$ cat config.mk
export PLATFORM = sky130hd
export DESIGN_NAME = air_quality_index_scorer_core
export DESIGN_NICKNAME = d
export VERILOG_FILES = /design/src/sv/aqi_pkg.sv /design/src/sv/air_quality_index_scorer_core.sv
export SDC_FILE = /design/constraint.sdc
export NUM_CORES = 2
export LEC_CHECK = 0
export BUFFER_PORTS_ARGS = -buffer_cell sky130_fd_sc_hd__buf_2
export CAP_MARGIN = 10
export CORE_ASPECT_RATIO = 1.75
export CORE_MARGIN = 2
export CORE_UTILIZATION = 45
export CTS_BUF_LIST = sky130_fd_sc_hd__clkbuf_4 sky130_fd_sc_hd__clkbuf_8 sky130_fd_sc_hd__clkbuf_16
export DETAILED_ROUTE_END_ITERATION = 6
export SYNTH_ARGS = -nofsm -noshare
export SYNTH_HDL_FRONTEND = slang
export SYNTH_SLANG_ARGS = --single-unit
$ cat constraint.sdc
create_clock -name clk -period 27.1 [get_ports clk]
set_clock_uncertainty 0.05 [all_clocks]
set_input_delay 6.775 -clock clk [delete_from_list [all_inputs] [get_ports clk]]
set_output_delay 6.775 -clock clk [all_outputs]
set_load 0.01 [all_outputs]
$ cat src/sv/aqi_pkg.sv
// Package for the air quality index scorer: transaction types, fixed-point
// scale, piecewise-linear curve tables and the curve evaluation function.
// Used by air_quality_index_scorer_core; depends on nothing.
`default_nettype none

package aqi_pkg;

  // Subscores are kept scaled by 6600, which makes every curve segment an
  // integer slope and every subscore an exact integer (100 -> 660000).
  localparam int unsigned SCORE_W = 20;
  localparam logic [SCORE_W-1:0] SCORE_TOP = 20'd660000;

  localparam int unsigned TEN_N_W = 21;
  localparam int unsigned TEN_DIV = 1320;
  localparam int unsigned TEN_RND = 660;
  localparam int unsigned TEN_M = (2 ** TEN_N_W) / TEN_DIV;
  localparam int unsigned TEN_M_W = 11;
  localparam int unsigned TEN_Q_W = 11;

  localparam int unsigned LED_DIV = 1320000;
  localparam int unsigned LED_RND = 660000;

  typedef struct packed {
    logic [13:0] pm25_tenths;
    logic        pm25_valid;
    logic [13:0] pm10_tenths;
    logic        pm10_valid;
    logic [15:0] co2_ppm;
    logic        co2_valid;
    logic [8:0]  voc_level;
    logic        voc_valid;
    logic [8:0]  nox_level;
    logic        nox_valid;
  } aqi_in_t;

  typedef struct packed {
    logic       index_valid;
    logic [9:0] index_tenths;
    logic [3:0] lit_leds;
  } aqi_out_t;

  typedef struct packed {
    logic [15:0]        lo;
    logic [15:0]        hi;
    logic [SCORE_W-1:0] base;
    logic [11:0]        slope;
  } aqi_seg_t;

  typedef struct packed {
    logic [SCORE_W-1:0] floor_score;
    aqi_seg_t [0:3]     seg;
  } aqi_curve_t;

  localparam aqi_curve_t PM25_CURVE = '{
    floor_score: 20'd0,
    seg: '{
      '{lo: 16'd0,   hi: 16'd100, base: 20'd0,      slope: 12'd1320},
      '{lo: 16'd100, hi: 16'd250, base: 20'd132000, slope: 12'd1320},
      '{lo: 16'd250, hi: 16'd500, base: 20'd330000, slope: 12'd660},
      '{lo: 16'd500, hi: 16'd750, base: 20'd495000, slope: 12'd396}
    }
  };

  localparam aqi_curve_t PM10_CURVE = '{
    floor_score: 20'd0,
    seg: '{
      '{lo: 16'd0,   hi: 16'd200,  base: 20'd0,      slope: 12'd660},
      '{lo: 16'd200, hi: 16'd450,  base: 20'd132000, slope: 12'd1056},
      '{lo: 16'd450, hi: 16'd1000, base: 20'd396000, slope: 12'd360},
      '{lo: 16'd0,   hi: 16'd0,    base: 20'd0,      slope: 12'd0}
    }
  };

  localparam aqi_curve_t CO2_CURVE = '{
    floor_score: 20'd0,
    seg: '{
      '{lo: 16'd400,  hi: 16'd800,  base: 20'd0,      slope: 12'd330},
      '{lo: 16'd800,  hi: 16'd1000, base: 20'd132000, slope: 12'd660},
      '{lo: 16'd1000, hi: 16'd1400, base: 20'd264000, slope: 12'd495},
      '{lo: 16'd1400, hi: 16'd2000, base: 20'd462000, slope: 12'd220}
    }
  };

  localparam aqi_curve_t VOC_CURVE = '{
    floor_score: 20'd66000,
    seg: '{
      '{lo: 16'd100, hi: 16'd200, base: 20'd66000,  slope: 12'd3300},
      '{lo: 16'd200, hi: 16'd300, base: 20'd396000, slope: 12'd1650},
      '{lo: 16'd300, hi: 16'd500, base: 20'd561000, slope: 12'd495},
      '{lo: 16'd0,   hi: 16'd0,   base: 20'd0,      slope: 12'd0}
    }
  };

  function automatic logic [SCORE_W-1:0] curve_score(input logic [15:0] x,
                                                     input aqi_curve_t c);
    logic [SCORE_W-1:0] b;
    logic [11:0]        k;
    logic [9:0]         diff;
    logic [21:0]        p;
    b    = SCORE_TOP;
    k    = '0;
    diff = '0;
    for (int i = 0; i < 4; i++) begin
      if (x > c.seg[i].lo && x <= c.seg[i].hi) begin
        b    = c.seg[i].base;
        k    = c.seg[i].slope;
        diff = 10'(x - c.seg[i].lo);
      end
    end
    p = 22'(k) * 22'(diff);
    if (x <= c.seg[0].lo) begin
      return c.floor_score;
    end
    return b + p[SCORE_W-1:0];
  endfunction

endpackage

`default_nettype wire

$ cat src/sv/air_quality_index_scorer_core.sv
// Air quality index scorer: curve lookup, worst-subscore select, rounding.
// Depends on aqi_pkg for transaction types, curve tables and scale constants.
//
// One transaction is taken per clock and its result passes through five register
// stages: input register, subscore maximum, rounding numerators,
// reciprocal multiply, remainder correction into the result register. The
// rate is one transaction per cycle, bounded only by result_ready; each stage
// holds its contents while the stage after it is full and stalled, so the
// pipe keeps taking transactions until all five stages are occupied.
`default_nettype none

module air_quality_index_scorer_core #(
  parameter int unsigned RING_LEDS = 12
) (
  input  wire logic             clk,
  input  wire logic             rst,
  input  wire logic             sample_valid,
  output logic                  sample_ready,
  input  wire aqi_pkg::aqi_in_t sample,
  output logic                  result_valid,
  input  wire logic             result_ready,
  output aqi_pkg::aqi_out_t     result
);

  localparam int unsigned NL_MAX = aqi_pkg::LED_DIV * RING_LEDS + aqi_pkg::LED_RND;
  localparam int unsigned NL_W   = $clog2(NL_MAX + 1);
  localparam int unsigned LED_M  = (2 ** NL_W) / aqi_pkg::LED_DIV;
  localparam int unsigned LED_M_W = $clog2(LED_M + 1);
  localparam int unsigned LQ_W   = $clog2(RING_LEDS + 2);

  logic v1, v2, v3, v4, v5;
  logic rdy2, rdy3, rdy4, rdy5;

  aqi_pkg::aqi_in_t             in_r;
  logic [aqi_pkg::SCORE_W-1:0]  score_r;
  logic                         have2;
  logic [aqi_pkg::TEN_N_W-1:0]  nt3, nt4;
  logic [NL_W-1:0]              nl3, nl4;
  logic                         have3, have4;
  logic [aqi_pkg::TEN_Q_W-1:0]  qt4;
  logic [LQ_W-1:0]              ql4;
  aqi_pkg::aqi_out_t            out_r;

  logic [aqi_pkg::SCORE_W-1:0]  sc [5];
  logic [4:0]                   sv;
  logic [aqi_pkg::SCORE_W-1:0]  score_next;
  logic                         have_next;
  logic [aqi_pkg::TEN_N_W-1:0]  nt_next;
  logic [NL_W-1:0]              nl_next;
  logic [aqi_pkg::TEN_N_W+aqi_pkg::TEN_M_W-1:0] prod_t;
  logic [NL_W+LED_M_W-1:0]      prod_l;
  logic [aqi_pkg::TEN_Q_W-1:0]  qt_next;
  logic [LQ_W-1:0]              ql_next;
  logic [aqi_pkg::TEN_N_W:0]    rem_t;
  logic [NL_W-1:0]              rem_l;
  aqi_pkg::aqi_out_t            out_next;

  assign rdy5         = !v5 || result_ready;
  assign rdy4         = !v4 || rdy5;
  assign rdy3         = !v3 || rdy4;
  assign rdy2         = !v2 || rdy3;
  assign sample_ready = !v1 || rdy2;
  assign result_valid = v5;
  assign result       = out_r;

  always_comb begin
    sc[0] = aqi_pkg::curve_score({2'b00, in_r.pm25_tenths}, aqi_pkg::PM25_CURVE);
    sc[1] = aqi_pkg::curve_score({2'b00, in_r.pm10_tenths}, aqi_pkg::PM10_CURVE);
    sc[2] = aqi_pkg::curve_score(in_r.co2_ppm, aqi_pkg::CO2_CURVE);
    sc[3] = aqi_pkg::curve_score({7'd0, in_r.voc_level}, aqi_pkg::VOC_CURVE);
    sc[4] = aqi_pkg::curve_score({7'd0, in_r.nox_level}, aqi_pkg::VOC_CURVE);
    sv    = {in_r.nox_valid, in_r.voc_valid, in_r.co2_valid,
             in_r.pm10_valid, in_r.pm25_valid};
    have_next  = |sv;
    score_next = '0;
    for (int i = 0; i < 5; i++) begin
      if (sv[i] && sc[i] > score_next) begin
        score_next = sc[i];
      end
    end
  end

  always_comb begin
    nt_next = aqi_pkg::TEN_N_W'({score_r, 1'b0}) + aqi_pkg::TEN_N_W'(aqi_pkg::TEN_RND);
    nl_next = NL_W'(NL_W'(score_r) * NL_W'(2 * RING_LEDS)) + NL_W'(aqi_pkg::LED_RND);
  end

  always_comb begin
    prod_t  = (aqi_pkg::TEN_N_W + aqi_pkg::TEN_M_W)'(nt3)
            * (aqi_pkg::TEN_N_W + aqi_pkg::TEN_M_W)'(aqi_pkg::TEN_M);
    prod_l  = (NL_W + LED_M_W)'(nl3) * (NL_W + LED_M_W)'(LED_M);
    qt_next = aqi_pkg::TEN_Q_W'(prod_t >> aqi_pkg::TEN_N_W);
    ql_next = LQ_W'(prod_l >> NL_W);
  end

  always_comb begin
    rem_t = (aqi_pkg::TEN_N_W + 1)'(nt4)
          - (aqi_pkg::TEN_N_W + 1)'(qt4 * aqi_pkg::TEN_DIV);
    rem_l = nl4 - NL_W'(ql4 * aqi_pkg::LED_DIV);
    out_next.index_valid  = have4;
    out_next.index_tenths = 10'(qt4 + aqi_pkg::TEN_Q_W'(
                              rem_t >= (aqi_pkg::TEN_N_W + 1)'(aqi_pkg::TEN_DIV)));
    out_next.lit_leds     = 4'(ql4 + LQ_W'(rem_l >= NL_W'(aqi_pkg::LED_DIV)));
  end

  always_ff @(posedge clk) begin
    if (rst) begin
      v1 <= 1'b0;
      v2 <= 1'b0;
      v3 <= 1'b0;
      v4 <= 1'b0;
      v5 <= 1'b0;
    end else begin
      if (sample_ready) begin
        v1 <= sample_valid;
      end
      if (rdy2) begin
        v2 <= v1;
      end
      if (rdy3) begin
        v3 <= v2;
      end
      if (rdy4) begin
        v4 <= v3;
      end
      if (rdy5) begin
        v5 <= v4;
      end
    end
  end

  always_ff @(posedge clk) begin
    if (sample_valid && sample_ready) begin
      in_r <= sample;
    end
    if (v1 && rdy2) begin
      score_r <= score_next;
      have2   <= have_next;
    end
    if (v2 && rdy3) begin
      nt3   <= nt_next;
      nl3   <= nl_next;
      have3 <= have2;
    end
    if (v3 && rdy4) begin
      nt4   <= nt3;
      nl4   <= nl3;
      qt4   <= qt_next;
      ql4   <= ql_next;
      have4 <= have3;
    end
    if (v4 && rdy5) begin
      out_r <= out_next;
    end
  end

  a_score_range: assert property (@(posedge clk) disable iff (rst)
    v2 |-> score_r <= aqi_pkg::SCORE_TOP)
    else $error("worst subscore above full scale");

  a_tenths_range: assert property (@(posedge clk) disable iff (rst)
    result_valid |-> result.index_tenths <= 10'd1000)
    else $error("index above 100.0");

  a_invalid_zero: assert property (@(posedge clk) disable iff (rst)
    result_valid && !result.index_valid |->
      result.index_tenths == 10'd0 && result.lit_leds == 4'd0)
    else $error("invalid index with nonzero fields");

  a_leds_range: assert property (@(posedge clk) disable iff (rst)
    result_valid |-> (RING_LEDS > 15) || (result.lit_leds <= 4'(RING_LEDS)))
    else $error("more LEDs lit than the ring holds");

  a_stall_hold: assert property (@(posedge clk) disable iff (rst)
    v4 && !rdy5 |=> v4)
    else $error("stalled stage lost its transaction");

endmodule

`default_nettype wire

# Word level (Yosys, flattened, before mapping)

Cells that the tools add are included.

$lt $le $gt $ge: 50
Add/sub/neg operators: 26
Reductions and logical operators: 41
Multiplexer cells: 80
Multiply operators: 10

Operator list:

| kind                   | number |
|---|---|
| $mux 20                | 35 |
| $mux 10                | 21 |
| $mux 12                | 16 |
| $add 20x20->20         | 5 |
| $mul 12x10->20         | 5 |
| $gt 20x20->1           | 4 |
| $sub 10x9->10 const B  | 4 |
| $le 9x9->1 const B     | 4 |
| $gt 16x10->1 const B   | 2 |
| $le 16x10->1 const B   | 2 |
| $le 16x11->1 const B   | 2 |
| $logic_and 1x1->1      | 30 |
| $mul 21x9->30 const B  | 1 |
| $gt 14x1->1 const B    | 2 |
| $gt 14x8->1 const B    | 2 |
| $gt 14x9->1 const B    | 2 |
| $le 14x1->1 const B    | 2 |
| $le 14x10->1 const B   | 2 |
| $le 14x8->1 const B    | 2 |
| $le 14x9->1 const B    | 2 |
| $mul 24x2->26 const B  | 1 |
| $add 24x20->24 const B | 1 |
| $ge 24x21->1 const B   | 1 |
| $sub 24x24->24         | 1 |
| 33 further kinds       | 58 |

Flip-flop bits (word level): 215
Output and inout port bits: 17

# Depth between registers and ports, before layout

Word-level depth: 24
Depth in mapped cells: 78
Depth with buffers taken out: 70

# Least setup slack after synthesis

No wires, ideal clock.

Path type: register -> register
From: reg in_r[55] (netlist name)
To: reg score_r[0] (netlist name), data pin
Arrival time: 16282 ps
Buffers on the path: 9
Stages on the path, launching flop included: 73
Data required time: 26790 ps
Path slack: 10508 ps
Library setup time: 260 ps
Cells stage by stage: edfxtp_1 -> inv_1 -> ha_1 -> and4bb_1 -> or3_1 -> or2_2 -> buf_2 -> nand2_1 -> o21ai_0 -> fa_1 -> inv_1 -> fa_1 -> inv_1 -> fa_1 -> inv_1 -> fa_1 -> inv_1 -> fa_1 -> [37 not listed] -> a21o_1 -> a211oi_1 -> o31ai_1 -> a21o_1 -> nand3_1 -> clkbuf_1 -> clkbuf_1 -> a21oi_1 -> ha_1 -> nand4_1 -> nor2_1 -> nand3_1 -> or4_1 -> o21ai_0 -> o21a_1 -> clkbuf_1 -> clkbuf_1 -> mux2_2

Cells in the longest elaborated chain, start to end: 24
Elaborated cells between the ends (all ways): 47

RTL lines:

| element                                         | line                                 | RTL |
|---|---|---|
| start: declaration                              | air_quality_index_scorer_core.sv:34  | `aqi_pkg::aqi_in_t in_r;` |
| start signal: assignment                        | air_quality_index_scorer_core.sv:134 | `in_r <= sample;` |
| $gt 14x1->1 or $le 14x7->1 (tied branches)      | aqi_pkg.sv:104                       | `if (x > c.seg[i].lo && x <= c.seg[i].hi) begin` |
| $logic_and 1x1->1                               | aqi_pkg.sv:104                       |  |
| $mux 10 or $mux 11 (tied branches) (2 in a row) | aqi_pkg.sv:104                       |  |
| $mux 10 or $mux 12 (tied branches) (2 in a row) | aqi_pkg.sv:104                       |  |
| $mul 12x10->20                                  | aqi_pkg.sv:110                       | `p = 22'(k) * 22'(diff);` |
| $add 20x20->20                                  | aqi_pkg.sv:114                       | `return b + p[SCORE_W-1:0];` |
| $mux 20 (*)                                     | aqi_pkg.sv:114                       |  |
| $gt 20x1->1                                     | air_quality_index_scorer_core.sv:77  | `if (sv[i] && sc[i] > score_next) begin` |
| [7 not listed]                                  | n/a                                  |  |
| $mux 20 (*)                                     | air_quality_index_scorer_core.sv:77  |  |
| $gt 20x20->1                                    | air_quality_index_scorer_core.sv:77  |  |
| $logic_and 1x1->1                               | air_quality_index_scorer_core.sv:77  |  |
| $mux 20 (*)                                     | air_quality_index_scorer_core.sv:77  |  |
| $gt 20x20->1                                    | air_quality_index_scorer_core.sv:77  |  |
| $logic_and 1x1->1                               | air_quality_index_scorer_core.sv:77  |  |
| $mux 20 (*)                                     | air_quality_index_scorer_core.sv:77  |  |
| net score_next, one bit                         | air_quality_index_scorer_core.sv:46  | `logic [aqi_pkg::SCORE_W-1:0] score_next;` |
| end signal: assignment                          | air_quality_index_scorer_core.sv:137 | `score_r <= score_next;` |
| end: declaration                                | air_quality_index_scorer_core.sv:35  | `logic [aqi_pkg::SCORE_W-1:0] score_r;` |

Mark *: on every way through the listed nets, which the timed path passes. The rest lies on a longest branch.
A chain may end at the register's enable or synchronous reset.

# Worst setup path in the final report

From: reg in_r[57] (netlist name)
To: reg score_r[14] (netlist name), data pin

The elaborated chain is that of the path after synthesis.

==> flow_results.xml <==
<?xml version="1.0" encoding="UTF-8"?>
<metrics>
  <group name="setup_path">
    <metric name="critPathArrivalTime" unit="ns">19.58</metric>
    <metric name="cp.buffers_inverters" unit="">8</metric>
    <metric name="cp-start-kind" unit="">register</metric>
    <metric name="worstSetupEndpointType" unit="">register</metric>
    <metric name="critical-path-top-delay-family" unit="">compound AO/OA/AOI/OAI gates</metric>
    <metric name="cpPeakStageDelay" unit="ns">0.77</metric>
    <metric name="worstSetupPathType" unit="">reg -&gt; reg</metric>
    <metric name="cpMaxStageDelayCell" unit="">sky130_fd_sc_hd__edfxtp_1</metric>
    <metric name="worstPathMaxFanout" unit="">36</metric>
    <metric name="timing.critical_path.required" unit="ns">27.35</metric>
  </group>
  <group name="place">
    <metric name="buffer_ports.inserted" unit="">87</metric>
    <metric name="finalWeightedCongestion" unit="">0.9575</metric>
    <metric name="dpl.hpwl" unit="um">88210</metric>
  </group>
  <group name="hold_path">
    <metric name="class_of_the_worst_hold_path" unit="">reg -&gt; reg</metric>
  </group>
  <group name="logic_synthesis">
    <metric name="netlist_instances" unit="">3921</metric>
    <metric name="synth-adder-area-share" unit="">0.4390</metric>
    <metric name="seq_area_frac_synth" unit="">0.1643</metric>
    <metric name="yosysUniqueCellTypes" unit="">100</metric>
    <metric name="netlist.area_leader.share" unit="">0.2330</metric>
    <metric name="syn-cell-area" unit="sq um">36430</metric>
    <metric name="post_synth.cell_area_avg" unit="sq um">9.292</metric>
    <metric name="yosys.area_share.simple" unit="">0.1295</metric>
    <metric name="synth.ff_latch_count" unit="">201</metric>
    <metric name="synth_top_flop_cell" unit="">sky130_fd_sc_hd__edfxtp_1</metric>
    <metric name="synth_async_sr_flop_share" unit="">0</metric>
    <metric name="yosys_warnings" unit="">0</metric>
    <metric name="synth_mux_area_frac" unit="">0.005529</metric>
    <metric name="synth-compound-area-share" unit="">0.1259</metric>
    <metric name="synth_top_family_by_area" unit="">adder cells</metric>
    <metric name="synth-edff-count" unit="">196</metric>
    <metric name="synthDominantAreaCellType" unit="">sky130_fd_sc_hd__fa_1</metric>
    <metric name="synth.top_cells.by_area" unit="">sky130_fd_sc_hd__fa_1 (23%), sky130_fd_sc_hd__ha_1 (21%), sky130_fd_sc_hd__edfxtp_1 (16%)</metric>
    <metric name="synth_xor_area_frac" unit="">0.05124</metric>
  </group>
  <group name="detailed_routing">
    <metric name="postRouteAntennaNets" unit="">0</metric>
    <metric name="totalWireLength" unit="um">101900</metric>
    <metric name="route.vias.total" unit="">27724</metric>
    <metric name="drtPass1Iterations" unit="">5</metric>
    <metric name="wl_per_cell" unit="um">20.09</metric>
    <metric name="vias_per_cell" unit="">5.466</metric>
    <metric name="drt_iter0_drc" unit="">1317</metric>
    <metric name="drc" unit="">0</metric>
  </group>
  <group name="sta">
    <metric name="portion_of_the_clock_cycle_consumed_by_the_worst_path_in_the_final_layout" unit="">0.7133</metric>
    <metric name="timing.setup.tns" unit="ns">0</metric>
    <metric name="report.final.setup_viol" unit="">0</metric>
    <metric name="worst_pin_slew" unit="ns">1.057</metric>
    <metric name="final-max-slew-violation-count" unit="">0</metric>
    <metric name="layout_min_cycle_time" unit="ns">19.33</metric>
    <metric name="timing_hold_violations_final" unit="">0</metric>
    <metric name="max_slew_margin" unit="">0.2859</metric>
    <metric name="grt_setup_unrepaired" unit="">false</metric>
    <metric name="maxClockFrequency" unit="MHz">51.73</metric>
  </group>
  <group name="global_route">
    <metric name="grt_max_degree" unit="">53</metric>
    <metric name="first_pass_grt_wire_length" unit="um">161200</metric>
    <metric name="grt_antenna_before_repair" unit="">1</metric>
    <metric name="first_global_vias" unit="">30134</metric>
    <metric name="grt_usage" unit="">0.2512</metric>
    <metric name="overflow" unit="">0</metric>
  </group>
  <group name="final_layout">
    <metric name="nNetsFinal" unit="">5099</metric>
    <metric name="final_cell_mix" unit="">sky130_fd_sc_hd__inv_1 (730), sky130_fd_sc_hd__ha_1 (600), sky130_fd_sc_hd__fa_1 (424)</metric>
    <metric name="most_common_cell_after_layout_fill_and_taps_aside" unit="">sky130_fd_sc_hd__inv_1</metric>
    <metric name="final_layout_size_suffix_gt1_frac" unit="">0.04899</metric>
    <metric name="areaGrowthSynthToFinish" unit="%">6.930</metric>
  </group>
  <group name="cts">
    <metric name="deepest_clock_path_buffer_count" unit="">3</metric>
    <metric name="clk_transition_reported_paths" unit="ns">0.06</metric>
    <metric name="hold_buffers" unit="">0</metric>
    <metric name="cts-resized-gates" unit="">0</metric>
    <metric name="cts_buffers" unit="">24</metric>
    <metric name="tritoncts" unit="">done</metric>
    <metric name="tritoncts_num_sinks" unit="">201</metric>
    <metric name="ctsRootBufferMaster" unit="">sky130_fd_sc_hd__clkbuf_16</metric>
    <metric name="clk-insertion-delay-late" unit="ns">0.60</metric>
    <metric name="cts-htree-levels" unit="">1</metric>
    <metric name="cts_setup_buffers" unit="">0</metric>
  </group>
  <group name="die">
    <metric name="floorplan.die.width" unit="um">219.1</metric>
    <metric name="core_area" unit="sq um">80460</metric>
    <metric name="fp.dieArea" unit="sq um">83350</metric>
    <metric name="die_h" unit="um">380.4</metric>
    <metric name="ioPinCount" unit="">88</metric>
    <metric name="initial_utilization" unit="">0.4528</metric>
    <metric name="fp-row-count" unit="">138</metric>
  </group>
  <group name="flow_run">
    <metric name="max-cap-violations" unit="">0</metric>
  </group>
  <group name="outcome">
    <metric name="run_status" unit="">finished clean</metric>
  </group>
</metrics>
-- cell usage after synthesis, types with 57 or more instances --
cell / number
sky130_fd_sc_hd__inv_1: 730
sky130_fd_sc_hd__ha_1: 600
sky130_fd_sc_hd__fa_1: 424
sky130_fd_sc_hd__nor2_1: 280
sky130_fd_sc_hd__nand2_1: 237
sky130_fd_sc_hd__edfxtp_1: 196
sky130_fd_sc_hd__a21oi_1: 175
sky130_fd_sc_hd__o21ai_0: 134
sky130_fd_sc_hd__xnor2_1: 130
sky130_fd_sc_hd__xor2_1: 78
sky130_fd_sc_hd__a21o_1: 73
sky130_fd_sc_hd__nor3_1: 72
sky130_fd_sc_hd__and2_1: 62
sky130_fd_sc_hd__nand3_1: 62
sky130_fd_sc_hd__clkbuf_1: 61
sky130_fd_sc_hd__o21a_1: 57
-- per-layer routing --
| metal | track usage | vias to the layer above | part of all wire |
|---|---|---|---|
| li1 | - | 13359 | - |
| met1 | 0.2287 | 13582 | 0.32 |
| met5 | 0 | - | 0 |
| met2 | 0.5180 | 523 | 0.58 |
| met4 | 0.1539 | 0 | 0.074 |
| met3 | 0.01791 | 260 | 0.023 |
-- worst register-to-register path: cells and delay by family, from the launching register on --
kind            cells  cell delay [ns]
simple gates       15             4.65
flops               1             0.77
buf+inv             8             1.37
xor+xnor            1             0.41
fa+ha+maj          10             4.14
compound gates     27             6.86
mux                 2             0.79
-- area by class of cell --
type / count / area (sq um)
fill: 7907 / 41500
multi-input combinational: 2937 / 27520
sequential: 201 / 5986
inverter: 737 / 2766
tap: 1050 / 1314
clock buffer: 28 / 643.1
timing repair buffer: 103 / 555.5
clock inverter: 15 / 172.7
antenna: 1 / 2.502
-- state kept, by name, summed over array words and instances, names as in the netlist --
name / flops
in_r: 67
have3: 1
ql4: 4
nt3: 20
have2: 1
have4: 1
score_r: 20
v4: 1
v1: 1
nl3: 20
v3: 1
qt4: 11
result_valid: 1
v2: 1
nt4: 18
result: 15
nl4: 18
-- through the flow --
stage,setup WS (ns),hold slack [ns],util,instances,area (sq um)
global placement,8.204,0.3558,0.4740,5028,38140
CTS,7.976,0.3769,0.4842,5071,38960
floorplan,10.51,0.3503,-,3949,36540
finish,7.768,0.3774,0.4842,5072,38960
detailed placement,8.011,0.3679,0.4740,5028,38140
global route,6.341,0.4025,0.4842,5072,38960
-- path summary, 6_finish.rpt --
check                startpoint                    end  slack, ns  cells after the start
max          in_r[57]$_DFFE_PP_  score_r[14]$_DFFE_PP_       7.77                     63
min             have4$_DFFE_PP_   result[14]$_DFFE_PP_       0.38                      0
max reg2reg  in_r[57]$_DFFE_PP_  score_r[14]$_DFFE_PP_       7.77                     63
min reg2reg     have4$_DFFE_PP_   result[14]$_DFFE_PP_       0.38                      0
-- logic make-up after synthesis --
kind of cell / Yosys count
adders and majority gates: 1024
and+or+nand+nor: 966
buffers and inverters: 811
AOI/OAI and AO/OA: 688
xor gates and xnor gates: 210
DFF: 201
muxes: 19
other: 2
Power is left out: the tool's default activity adds up to more than one toggle a clock period on the data nets, which glitch-free logic cannot reach.
